==> config.mk <==
export PLATFORM = sky130hd
export DESIGN_NAME = periodic_task_slot_scheduler_flat
export DESIGN_NICKNAME = d
export VERILOG_FILES = /design/src/design/ptss_pkg.sv /design/src/design/ptss_if.sv /design/src/design/ptss_ram.sv /design/src/design/ptss_ctrl.sv /design/src/design/ptss_dpath.sv /design/src/design/periodic_task_slot_scheduler.sv /design/src/flat_wrapper.sv
export SDC_FILE = /design/constraint.sdc
export NUM_CORES = 1
export LEC_CHECK = 0
export BUFFER_PORTS_ARGS = -buffer_cell sky130_fd_sc_hd__buf_2
export CORE_MARGIN = 1.5
export CORE_UTILIZATION = 45
export DETAILED_ROUTE_END_ITERATION = 10
export PLACE_DENSITY = 0.68
export SYNTH_ARGS = -nofsm -noshare
export SYNTH_HDL_FRONTEND = slang
export SYNTH_HIERARCHICAL = 1
export SYNTH_SLANG_ARGS = --single-unit
==> constraint.sdc <==
create_clock -name clock -period 6.25 [get_ports clock]
set_input_delay 1.25 -clock clock [delete_from_list [all_inputs] [get_ports clock]]
set_output_delay 1.25 -clock clock [all_outputs]
set_load 0.05 [all_outputs]
==> src/design/ptss_pkg.sv <==
// ----------------------------------------------------------------------------
// ptss_pkg
// Shared types and codes for the periodic task slot scheduler.
// ----------------------------------------------------------------------------
package ptss_pkg;

   localparam int OPCODE_W    = 2;
   localparam int TIME_W      = 32;
   localparam int KIND_W      = 3;
   localparam int SLOT_IDX_W  = 3;
   localparam int MAX_RESULTS = 8;
   localparam int COUNT_W     = $clog2(MAX_RESULTS + 1);

   // request opcodes
   localparam logic [OPCODE_W-1:0] OP_TICK   = 2'd0;
   localparam logic [OPCODE_W-1:0] OP_CREATE = 2'd1;
   localparam logic [OPCODE_W-1:0] OP_SET    = 2'd2;

   // result kinds
   localparam logic [KIND_W-1:0] KIND_FIRED   = 3'd0;
   localparam logic [KIND_W-1:0] KIND_CREATED = 3'd1;
   localparam logic [KIND_W-1:0] KIND_NO_SLOT = 3'd2;
   localparam logic [KIND_W-1:0] KIND_SET     = 3'd3;
   localparam logic [KIND_W-1:0] KIND_NONE    = 3'd4;

   // read address source for the slot tables
   localparam logic [1:0] RD_FIRST  = 2'd0;
   localparam logic [1:0] RD_NEXT   = 2'd1;
   localparam logic [1:0] RD_TARGET = 2'd2;

   typedef struct packed {
      logic [OPCODE_W-1:0]   opcode;
      logic [TIME_W-1:0]     now_ms;
      logic [TIME_W-1:0]     interval_ms;
      logic                  want_enabled;
      logic                  run_immediately;
      logic [SLOT_IDX_W-1:0] target_slot;
   } req_type;

   typedef struct packed {
      logic [KIND_W-1:0]     result_kind;
      logic [SLOT_IDX_W-1:0] slot_index;
      logic                  last_of_run;
   } rsp_type;

   // controller to datapath
   typedef struct packed {
      logic       req_ready;
      logic       load_req;
      logic       scan_clear;
      logic       rd_en;
      logic [1:0] rd_mode;
      logic       scan_adv;
      logic       fire;
      logic       create;
      logic       set;
      logic       emit_final;
   } cmd_type;

   // datapath to controller
   typedef struct packed {
      logic                req_valid;
      logic [OPCODE_W-1:0] req_op;
      logic                eval_hit;
      logic                idx_last;
      logic                count_full;
      logic                pend_valid;
      logic                out_free;
   } sts_type;

endpackage

==> src/design/ptss_if.sv <==
// ----------------------------------------------------------------------------
// ptss request and response channels
// Valid/ready channels carrying the request and response payloads.
// ----------------------------------------------------------------------------
interface ptss_req_if;
   logic             valid;
   logic             ready;
   ptss_pkg::req_type payload;

   modport source (output valid, output payload, input ready);
   modport sink   (input valid, input payload, output ready);
endinterface

interface ptss_rsp_if;
   logic             valid;
   logic             ready;
   ptss_pkg::rsp_type payload;

   modport source (output valid, output payload, input ready);
   modport sink   (input valid, input payload, output ready);
endinterface

==> src/design/ptss_ram.sv <==
// ----------------------------------------------------------------------------
// ptss_ram
// Generic single-write, single-read RAM with registered read data.
// ----------------------------------------------------------------------------
module ptss_ram #(
   parameter int WIDTH = 32,
   parameter int DEPTH = 8
) (
   input  logic                                   clock,
   input  logic                                   wr_en,
   input  logic [((DEPTH > 1) ? $clog2(DEPTH) : 1)-1:0] wr_addr,
   input  logic [WIDTH-1:0]                       wr_data,
   input  logic                                   rd_en,
   input  logic [((DEPTH > 1) ? $clog2(DEPTH) : 1)-1:0] rd_addr,
   output logic [WIDTH-1:0]                       rd_data
);

   logic [WIDTH-1:0] mem_ff [DEPTH];
   logic [WIDTH-1:0] rd_data_ff;

   always_ff @(posedge clock) begin
      if (wr_en) begin
         mem_ff[wr_addr] <= wr_data;
      end
      if (rd_en) begin
         rd_data_ff <= mem_ff[rd_addr];
      end
   end

   assign rd_data = rd_data_ff;

endmodule

==> src/design/ptss_ctrl.sv <==
// ----------------------------------------------------------------------------
// ptss_ctrl
// Sequencer for tick scans, task creation and set-state requests.
// ----------------------------------------------------------------------------
module ptss_ctrl (
   input  logic              clock,
   input  logic              reset,
   input  ptss_pkg::sts_type sts,
   output ptss_pkg::cmd_type cmd
);
   import ptss_pkg::*;

   localparam logic [2:0] S_IDLE     = 3'd0;
   localparam logic [2:0] S_TK_START = 3'd1;
   localparam logic [2:0] S_TK_EVAL  = 3'd2;
   localparam logic [2:0] S_TK_END   = 3'd3;
   localparam logic [2:0] S_CREATE   = 3'd4;
   localparam logic [2:0] S_ST_READ  = 3'd5;
   localparam logic [2:0] S_ST_WRITE = 3'd6;
   localparam logic [2:0] S_OTHER    = 3'd7;

   logic [2:0] state_ff;
   logic [2:0] state_in;

   always_comb begin
      cmd      = '0;
      state_in = state_ff;
      unique case (state_ff)
         S_IDLE: begin
            cmd.req_ready = 1'b1;
            if (sts.req_valid) begin
               cmd.load_req = 1'b1;
               unique case (sts.req_op)
                  OP_TICK:   state_in = S_TK_START;
                  OP_CREATE: state_in = S_CREATE;
                  OP_SET:    state_in = S_ST_READ;
                  default:   state_in = S_OTHER;
               endcase
            end
         end
         S_TK_START: begin
            cmd.scan_clear = 1'b1;
            cmd.rd_en      = 1'b1;
            cmd.rd_mode    = RD_FIRST;
            state_in       = S_TK_EVAL;
         end
         S_TK_EVAL: begin
            // hold while a new hit finds an earlier firing that cannot be handed to the output
            if (!(sts.eval_hit && sts.pend_valid && !sts.out_free)) begin
               cmd.fire = sts.eval_hit;
               if ((sts.eval_hit && sts.count_full) || sts.idx_last) begin
                  state_in = S_TK_END;
               end else begin
                  cmd.scan_adv = 1'b1;
                  cmd.rd_en    = 1'b1;
                  cmd.rd_mode  = RD_NEXT;
               end
            end
         end
         S_TK_END, S_OTHER: begin
            if (sts.out_free) begin
               cmd.emit_final = 1'b1;
               state_in       = S_IDLE;
            end
         end
         S_CREATE: begin
            if (sts.out_free) begin
               cmd.create     = 1'b1;
               cmd.emit_final = 1'b1;
               state_in       = S_IDLE;
            end
         end
         S_ST_READ: begin
            cmd.rd_en   = 1'b1;
            cmd.rd_mode = RD_TARGET;
            state_in    = S_ST_WRITE;
         end
         S_ST_WRITE: begin
            if (sts.out_free) begin
               cmd.set        = 1'b1;
               cmd.emit_final = 1'b1;
               state_in       = S_IDLE;
            end
         end
         default: begin
            state_in = S_IDLE;
         end
      endcase
   end

   always_ff @(posedge clock) begin
      if (reset) begin
         state_ff <= S_IDLE;
      end else begin
         state_ff <= state_in;
      end
   end

endmodule

==> src/design/ptss_dpath.sv <==
// ----------------------------------------------------------------------------
// ptss_dpath
// Slot tables, scan counters, pending-fire holding and response register.
// ----------------------------------------------------------------------------
module ptss_dpath #(
   parameter int SLOT_COUNT = 8
) (
   input  logic              clock,
   input  logic              reset,
   input  ptss_pkg::cmd_type cmd,
   output ptss_pkg::sts_type sts,
   input  logic              req_valid,
   input  ptss_pkg::req_type req_payload,
   input  logic              rsp_ready,
   output logic              rsp_valid,
   output ptss_pkg::rsp_type rsp_payload
);
   import ptss_pkg::*;

   localparam int SLOT_W = (SLOT_COUNT > 1) ? $clog2(SLOT_COUNT) : 1;

   req_type                 req_ff;
   logic [SLOT_COUNT-1:0]   used_ff, used_in;
   logic [SLOT_COUNT-1:0]   enabled_ff, enabled_in;
   logic [SLOT_W-1:0]       idx_ff, idx_in;
   logic [COUNT_W-1:0]      count_ff, count_in;
   logic                    pend_valid_ff, pend_valid_in;
   logic [SLOT_W-1:0]       pend_slot_ff, pend_slot_in;
   logic [SLOT_W-1:0]       free_idx_ff, free_idx_in;
   logic                    free_any_ff, free_any_in;
   logic                    rsp_valid_ff, rsp_valid_in;
   rsp_type                 rsp_ff, rsp_in;

   logic [SLOT_W-1:0]       target_idx;
   logic                    target_ok;
   logic                    set_ok;
   logic                    create_ok;
   logic [SLOT_W-1:0]       rd_addr;
   logic [TIME_W-1:0]       rd_int;
   logic [TIME_W-1:0]       rd_due;
   logic [TIME_W-1:0]       base_sum;
   logic [TIME_W-1:0]       fire_due;
   logic                    int_wr_en;
   logic                    due_wr_en;
   logic [SLOT_W-1:0]       due_wr_addr;
   logic [TIME_W-1:0]       due_wr_data;
   logic                    out_free;
   logic                    push_pend;
   rsp_type                 final_rsp;

   assign target_idx = SLOT_W'(req_ff.target_slot);
   assign target_ok  = 32'(req_ff.target_slot) < 32'(SLOT_COUNT);
   assign set_ok     = target_ok && used_ff[target_idx];
   assign create_ok  = cmd.create && free_any_ff;

   always_comb begin
      case (cmd.rd_mode)
         RD_FIRST:  rd_addr = '0;
         RD_NEXT:   rd_addr = idx_ff + SLOT_W'(1);
         RD_TARGET: rd_addr = target_idx;
         default:   rd_addr = '0;
      endcase
   end

   // now plus interval: request interval on create, stored interval on set
   assign base_sum = req_ff.now_ms + (cmd.create ? req_ff.interval_ms : rd_int);
   assign fire_due = rd_due + rd_int;

   assign int_wr_en = create_ok;
   assign due_wr_en = cmd.fire || create_ok || (cmd.set && set_ok);

   always_comb begin
      if (cmd.fire) begin
         due_wr_addr = idx_ff;
         due_wr_data = fire_due;
      end else begin
         due_wr_addr = cmd.create ? free_idx_ff : target_idx;
         due_wr_data = req_ff.run_immediately ? req_ff.now_ms : base_sum;
      end
   end

   ptss_ram #(.WIDTH(TIME_W), .DEPTH(SLOT_COUNT)) u_int_ram (
      .clock   (clock),
      .wr_en   (int_wr_en),
      .wr_addr (free_idx_ff),
      .wr_data (req_ff.interval_ms),
      .rd_en   (cmd.rd_en),
      .rd_addr (rd_addr),
      .rd_data (rd_int)
   );

   ptss_ram #(.WIDTH(TIME_W), .DEPTH(SLOT_COUNT)) u_due_ram (
      .clock   (clock),
      .wr_en   (due_wr_en),
      .wr_addr (due_wr_addr),
      .wr_data (due_wr_data),
      .rd_en   (cmd.rd_en),
      .rd_addr (rd_addr),
      .rd_data (rd_due)
   );

   // slot flags
   always_comb begin
      used_in    = used_ff;
      enabled_in = enabled_ff;
      if (create_ok) begin
         used_in[free_idx_ff]    = 1'b1;
         enabled_in[free_idx_ff] = req_ff.want_enabled;
      end
      if (cmd.set && set_ok) begin
         enabled_in[target_idx] = req_ff.want_enabled;
      end
   end

   // lowest free slot, registered
   always_comb begin
      free_any_in = 1'b0;
      free_idx_in = '0;
      for (int i = SLOT_COUNT - 1; i >= 0; i--) begin
         if (!used_ff[i]) begin
            free_any_in = 1'b1;
            free_idx_in = SLOT_W'(i);
         end
      end
   end

   // scan position, fire count and the fire held back for its last flag
   always_comb begin
      idx_in        = idx_ff;
      count_in      = count_ff;
      pend_valid_in = pend_valid_ff;
      pend_slot_in  = pend_slot_ff;
      if (cmd.scan_clear) begin
         idx_in        = '0;
         count_in      = '0;
         pend_valid_in = 1'b0;
      end else begin
         if (cmd.scan_adv) begin
            idx_in = idx_ff + SLOT_W'(1);
         end
         if (cmd.fire) begin
            count_in      = count_ff + COUNT_W'(1);
            pend_valid_in = 1'b1;
            pend_slot_in  = idx_ff;
         end
      end
   end

   // response register
   assign out_free  = !rsp_valid_ff || rsp_ready;
   assign push_pend = cmd.fire && pend_valid_ff;

   always_comb begin
      final_rsp.last_of_run = 1'b1;
      case (req_ff.opcode)
         OP_TICK: begin
            final_rsp.result_kind = pend_valid_ff ? KIND_FIRED : KIND_NONE;
            final_rsp.slot_index  = pend_valid_ff ? SLOT_IDX_W'(pend_slot_ff) : '0;
         end
         OP_CREATE: begin
            final_rsp.result_kind = free_any_ff ? KIND_CREATED : KIND_NO_SLOT;
            final_rsp.slot_index  = free_any_ff ? SLOT_IDX_W'(free_idx_ff) : '0;
         end
         OP_SET: begin
            final_rsp.result_kind = KIND_SET;
            final_rsp.slot_index  = req_ff.target_slot;
         end
         default: begin
            final_rsp.result_kind = KIND_NONE;
            final_rsp.slot_index  = '0;
         end
      endcase
   end

   always_comb begin
      rsp_in       = rsp_ff;
      rsp_valid_in = rsp_valid_ff && !rsp_ready;
      if (cmd.emit_final) begin
         rsp_in       = final_rsp;
         rsp_valid_in = 1'b1;
      end else if (push_pend) begin
         rsp_in.result_kind = KIND_FIRED;
         rsp_in.slot_index  = SLOT_IDX_W'(pend_slot_ff);
         rsp_in.last_of_run = 1'b0;
         rsp_valid_in       = 1'b1;
      end
   end

   always_ff @(posedge clock) begin
      if (reset) begin
         used_ff       <= '0;
         enabled_ff    <= '0;
         pend_valid_ff <= 1'b0;
         free_any_ff   <= 1'b1;
         free_idx_ff   <= '0;
         rsp_valid_ff  <= 1'b0;
         idx_ff        <= '0;
         count_ff      <= '0;
      end else begin
         used_ff       <= used_in;
         enabled_ff    <= enabled_in;
         pend_valid_ff <= pend_valid_in;
         free_any_ff   <= free_any_in;
         free_idx_ff   <= free_idx_in;
         rsp_valid_ff  <= rsp_valid_in;
         idx_ff        <= idx_in;
         count_ff      <= count_in;
      end
   end

   always_ff @(posedge clock) begin
      if (cmd.load_req) begin
         req_ff <= req_payload;
      end
      pend_slot_ff <= pend_slot_in;
      rsp_ff       <= rsp_in;
   end

   assign sts.req_valid  = req_valid;
   assign sts.req_op     = req_payload.opcode;
   assign sts.eval_hit   = used_ff[idx_ff] && enabled_ff[idx_ff] && (rd_due < req_ff.now_ms);
   assign sts.idx_last   = idx_ff == SLOT_W'(SLOT_COUNT - 1);
   assign sts.count_full = count_ff == COUNT_W'(MAX_RESULTS - 1);
   assign sts.pend_valid = pend_valid_ff;
   assign sts.out_free   = out_free;

   assign rsp_valid   = rsp_valid_ff;
   assign rsp_payload = rsp_ff;

endmodule

==> src/design/periodic_task_slot_scheduler.sv <==
// ----------------------------------------------------------------------------
// periodic_task_slot_scheduler
// Table of periodic task slots: create, set-state and tick-driven firing.
// ----------------------------------------------------------------------------
//
//   channel    dir   handshake      payload
//   req_chan   in    valid/ready    opcode, now_ms, interval_ms, want_enabled,
//                                   run_immediately, target_slot
//   rsp_chan   out   valid/ready    result_kind, slot_index, last_of_run
//
// One request is worked at a time. A tick walks the slots from slot 0: all
// SLOT_COUNT of them, or fewer once 8 have fired. The slot tables are read
// one slot per cycle through the registered RAM read port while the walk is
// not held by a full response register. Create writes the free slot and its
// response together; set-state first reads the target slot, then writes it.
// Reset frees every slot at once; there is no clearing pass.
//
module periodic_task_slot_scheduler #(
   parameter int SLOT_COUNT = 8
) (
   input  logic          clock,
   input  logic          reset,
   ptss_req_if.sink      req_chan,
   ptss_rsp_if.source    rsp_chan
);
   import ptss_pkg::*;

   cmd_type cmd;
   sts_type sts;

   // Sequencer: accept a request, then walk the slots or update one slot.
   ptss_ctrl u_ctrl (
      .clock (clock),
      .reset (reset),
      .sts   (sts),
      .cmd   (cmd)
   );

   // Datapath: flag bits, interval and due-time RAMs, response register.
   // A fire is held back so that the final one of a tick can carry
   // the last flag; the previous fire goes out when the next one is found.
   ptss_dpath #(.SLOT_COUNT(SLOT_COUNT)) u_dpath (
      .clock       (clock),
      .reset       (reset),
      .cmd         (cmd),
      .sts         (sts),
      .req_valid   (req_chan.valid),
      .req_payload (req_chan.payload),
      .rsp_ready   (rsp_chan.ready),
      .rsp_valid   (rsp_chan.valid),
      .rsp_payload (rsp_chan.payload)
   );

   // Take requests only between operations.
   assign req_chan.ready = cmd.req_ready;

   // A held fire may advance only when the response register can take it.
   a_fire_push_room : assert property (@(posedge clock) disable iff (reset)
      (cmd.fire && sts.pend_valid) |-> sts.out_free)
      else $error("fire pushed a response into a full register");

   // The closing response of a request never overwrites a waiting one.
   a_final_room : assert property (@(posedge clock) disable iff (reset)
      cmd.emit_final |-> sts.out_free)
      else $error("final response issued while register full");

   // After a request is taken, no second one enters in the next cycle.
   a_one_at_a_time : assert property (@(posedge clock) disable iff (reset)
      (req_chan.valid && req_chan.ready) |=> !req_chan.ready)
      else $error("request accepted while another is in progress");

endmodule
==> src/flat_wrapper.sv <==
// flat-port wrapper written by rule: the top's interface ports become plain ports
module periodic_task_slot_scheduler_flat import ptss_pkg::*;
#(
   parameter int SLOT_COUNT = 8
)
  (clock, reset, req_chan_valid, req_chan_payload, req_chan_ready, rsp_chan_valid, rsp_chan_payload, rsp_chan_ready);
  ptss_req_if req_chan_i ();
  ptss_rsp_if rsp_chan_i ();
  input  logic clock;
  input  logic reset;
  input wire logic [$bits(req_chan_i.valid)-1:0] req_chan_valid;
  input wire logic [$bits(req_chan_i.payload)-1:0] req_chan_payload;
  output wire logic [$bits(req_chan_i.ready)-1:0] req_chan_ready;
  output wire logic [$bits(rsp_chan_i.valid)-1:0] rsp_chan_valid;
  output wire logic [$bits(rsp_chan_i.payload)-1:0] rsp_chan_payload;
  input wire logic [$bits(rsp_chan_i.ready)-1:0] rsp_chan_ready;
  assign req_chan_i.valid = req_chan_valid;
  assign req_chan_i.payload = req_chan_payload;
  assign req_chan_ready = req_chan_i.ready;
  assign rsp_chan_valid = rsp_chan_i.valid;
  assign rsp_chan_payload = rsp_chan_i.payload;
  assign rsp_chan_i.ready = rsp_chan_ready;
  periodic_task_slot_scheduler #(.SLOT_COUNT(SLOT_COUNT)) u_core (.clock(clock), .reset(reset), .req_chan(req_chan_i), .rsp_chan(rsp_chan_i));
endmodule
==> run_results.csv <==
group,metric,value,unit
status,status,"finished, final reports clean",
timing,whs,0.469,ns
power_and_ir_drop,p_per_area,463,mW/mm²
logic_synthesis,synthTopCellsByArea,"edfxtp_1 (63%), mux4_1 (6.8%), ha_1 (3.9%), mux4_2 (3.7%), mux2_2 (3.6%)",
placement,place_hpwl,42800,µm
clocking,clock_path_buffers,3,
worst_setup_path,critPathArrivalTime,5.99,ns
logic_synthesis,yosysTopAreaCell,"edfxtp_1",
clocking,cts_tree,"built",
logic_synthesis,synthTopCellsByCount,"edfxtp_1 (656), mux2_2 (99), ha_1 (98)",
clocking,cts_num_sinks,689,
global_route,grt_pass1_vias,17300,
timing,relSlewSlack,26.5,%
timing,grt_setup_unrepaired,"false",
timing,period_needed,5.64,ns
timing,hold_violations,0,
timing,fin_skew,0.0300,ns
worst_setup_path,crit_type,"flop to flop",
route,drc_errors,0,
clocking,numCtsBuffers,70,
global_route,grt_pass1_wl,105000,µm
hold_path,hp-class,"flop to flop",
worst_setup_path,critPathMaxStageDelay,0.63,ns
placement,routabilityCongestion,0.878,
floorplanning,core,0.0685,mm²
route,drtIter0Drc,1301,
worst_setup_path,crit_chain,"inv_1 > ha_1 > a21o_1 > a21o_1 > a21o_1 > a21o_1 > a21o_1 > a211oi_1 > o41ai_1 > a31o_2 > a21oi_1 > a21oi_1 > nand2_1 > a21oi_1 > inv_1 > ha_1 > a21oi_4 > buf_12 > mux4_1 > mux2_2",
worst_setup_path,crit_required,6.60,ns
power_and_ir_drop,p_leak,0.0119,µW
clocking,clk_pin_slew_worst_paths,0.06,ns
route,ant_nets,0,
global_route,antenna_found_initial,0,
clocking,postCtsHoldBufs,0,
timing,final_max_slew_viol_count,0,
floorplanning,io_pins,84,
global_route,grt.total_usage,19.7,%
final_layout,nets,2157,
floorplanning,die_h,266,µm
clocking,clock_latency,0.61,ns
floorplanning,start_util,45.4,%
logic_synthesis,yosys_warnings,6,
final_layout,insertedDiodeCount,0,
route,via_count,17000,
final_layout,area_growth_syn_to_layout,12.2,%
worst_setup_path,crit_top_cell,"a21o_1",
clocking,htree_levels,3,
clocking,cts_root_buf,"clkbuf_16",
timing,tns,0,ns
logic_synthesis,synth_ff_type,"edfxtp_1",
logic_synthesis,netlist_instances,1870,
route,wl_per_cell,23.6,µm
logic_synthesis,synth_area_per_cell,16.6,µm²
floorplanning,rows,96,
clocking,cts_setup_buffers,0,
clocking,post_cts_resized,0,
placement,portBuffers,83,
logic_synthesis,ys_seq_area_share,65.5,%
logic_synthesis,syn_area,0.0311,mm²
logic_synthesis,ys_ff_latch,689,
route,wl,68700,µm
logic_synthesis,synth_most_common_cell,"edfxtp_1",
timing,setup_viol,0,
floorplanning,die_w,266,µm
floorplanning,die-area,0.0707,mm²
timing,post-route-period-util,90.2,%
final_layout,drive_above_1_share,20.8,%
worst_setup_path,cp_slowest_cell,"mux4_1",
worst_setup_path,cp_max_fo,64,
global_route,overflow,0,
power_and_ir_drop,vdd_drop_max,323,µV
timing,fmax,0.177,GHz
timing,worstMarginPinSlew,1.10,ns
logic_synthesis,synth_cell_types,83,
route,vias_per_cell,5.84,
logic_synthesis,synth_edf_count,656,
run,timing.max_cap.violations,0,
logic_synthesis,async_flop_share,0,%
route,drtPass1Iterations,6,
logic_synthesis,synthesis.nets,2045,
global_route,grt_max_degree,69,
worst_setup_path,endpoint_kind,"flop",
logic_synthesis,synth_top_area_share,63.4,%
worst_setup_path,startpoint_type,"flop",
==> power by group <==
part           internal, µW  switching (µW)  total [µW]  leakage (µW)
sequential             6300             513        6820       0.00624
clock                  2360            1730        4100       0.00110
combinational          2040            3180        5220       0.00460
total                 10700            5420       16100        0.0119
==> metrics by stage <==
step	setup slack (ns)	total power, µW	cell area, µm²	cells	util (%)
4_1_cts	0.629	16200	34900	2918	50.9
5_1_grt	0.388	17000	34900	2918	50.9
2_1_floorplan	0.0753	10500	31100	1870	-
6_report	0.610	16100	34900	2918	50.9
3_5_place_dp	0.476	12100	32600	2792	47.6
3_3_place_gp	0.623	12000	32600	2792	47.6
==> final timing paths <==
| path | to | cells past startpoint | slack, ns | startpoint |
|---|---|---|---|---|
| worst max-delay path | u_core/u_dpath/u_int_ram/rd_data[6] | 20 | 0.61 | u_core/u_dpath/req_ff[38] |
| worst min-delay path | u_core/u_dpath/rsp_payload[0] | 1 | 0.47 | u_core/u_dpath/rsp_payload[0] |
| worst max register to register | u_core/u_dpath/u_int_ram/rd_data[6] | 20 | 0.61 | u_core/u_dpath/req_ff[38] |
| worst min register to register | u_core/u_dpath/rsp_payload[0] | 1 | 0.47 | u_core/u_dpath/rsp_payload[0] |
==> state kept, by name, summed over array words and instances (netlist names) <==
name	cells
u_core/u_dpath/u_int_ram/rd_data	32
u_core/u_dpath/enabled_ff	8
u_core/u_dpath/free_idx_ff	3
u_core/u_dpath/u_due_ram/rd_data	32
u_core/u_dpath/free_any_ff	1
u_core/u_dpath/count_ff	4
u_core/u_ctrl/state_ff	3
u_core/u_dpath/req_ff	68
u_core/u_dpath/u_int_ram/mem_ff	256
u_core/u_dpath/pend_valid_ff	1
u_core/u_dpath/rsp_payload	7
u_core/u_dpath/rsp_valid	1
u_core/u_dpath/idx_ff	3
u_core/u_dpath/target_idx	3
u_core/u_dpath/pend_slot_ff	3
u_core/u_dpath/used_ff	8
u_core/u_dpath/u_due_ram/mem_ff	256
==> worst max-delay path, delay by kind of cell, from the launching register on <==
| family | cells | cell delay (ns) |
|---|---|---|
| buffers and inverters | 3 | 0.57 |
| flip-flops | 1 | 0.46 |
| AND/OR/NAND/NOR | 1 | 0.13 |
| AO/OA/AOI/OAI | 12 | 2.58 |
| adder cells (fa/ha/maj) | 2 | 0.61 |
| multiplexers | 2 | 0.91 |
==> routing by layer <==
metal / part of all wire, % / routed length (µm) / GRT usage, %
met5: 0 / 0 / 0
met4: 2.5 / 1750 / 6.46
met3: 4.6 / 3150 / 2.74
met2: 48 / 33300 / 32.3
met1: 44 / 30500 / 27.2
==> cell families (layout without fill, tap and decap cells) <==
| group | Yosys count | count (layout) | share of synthesized area [%] |
|---|---|---|---|
| multiplexers | 255 | 255 | 14.9 |
| buffers and inverters | 142 | 308 | 2.33 |
| flip-flops | 689 | 689 | 65.5 |
| AO/OA/AOI/OAI | 320 | 320 | 6.89 |
| AND/OR/NAND/NOR | 314 | 314 | 4.94 |
| adder cells (fa/ha/maj) | 100 | 100 | 4.07 |
| XOR/XNOR | 50 | 50 | 1.41 |
==> cells in the final DEF, fill, tap and decap left out, types with 15 or more instances in the layout <==
| master | instances |
|---|---|
| edfxtp_1 | 656 |
| mux2_2 | 99 |
| ha_1 | 98 |
| a21oi_1 | 90 |
| buf_2 | 83 |
| nand2_1 | 80 |
| mux4_1 | 80 |
| nor2_1 | 76 |
| clkbuf_16 | 73 |
| o21ai_0 | 60 |
| inv_1 | 59 |
| a21o_1 | 53 |
| mux4_2 | 51 |
| buf_4 | 34 |
| dfxtp_1 | 33 |
| xnor2_1 | 28 |
| mux2i_1 | 25 |
| nand2b_1 | 23 |
| xor2_1 | 22 |
| nand3_1 | 20 |
| nor3_1 | 17 |
| a211oi_1 | 17 |
| nor2b_1 | 16 |
| nand4_1 | 16 |
| clkbuf_1 | 15 |
==> final cells by class <==
| cell class | count | area [µm²] |
|---|---|---|
| repair buffers | 123 | 791 |
| inverters | 59 | 221 |
| flip-flops and latches | 689 | 20400 |
| clock buffers | 88 | 1880 |
| fillers | 5480 | 33600 |
| well taps | 882 | 1100 |
| clock inverters | 38 | 363 |
| multi-input cells | 1039 | 10100 |
(Power assumes the default switching activity.)
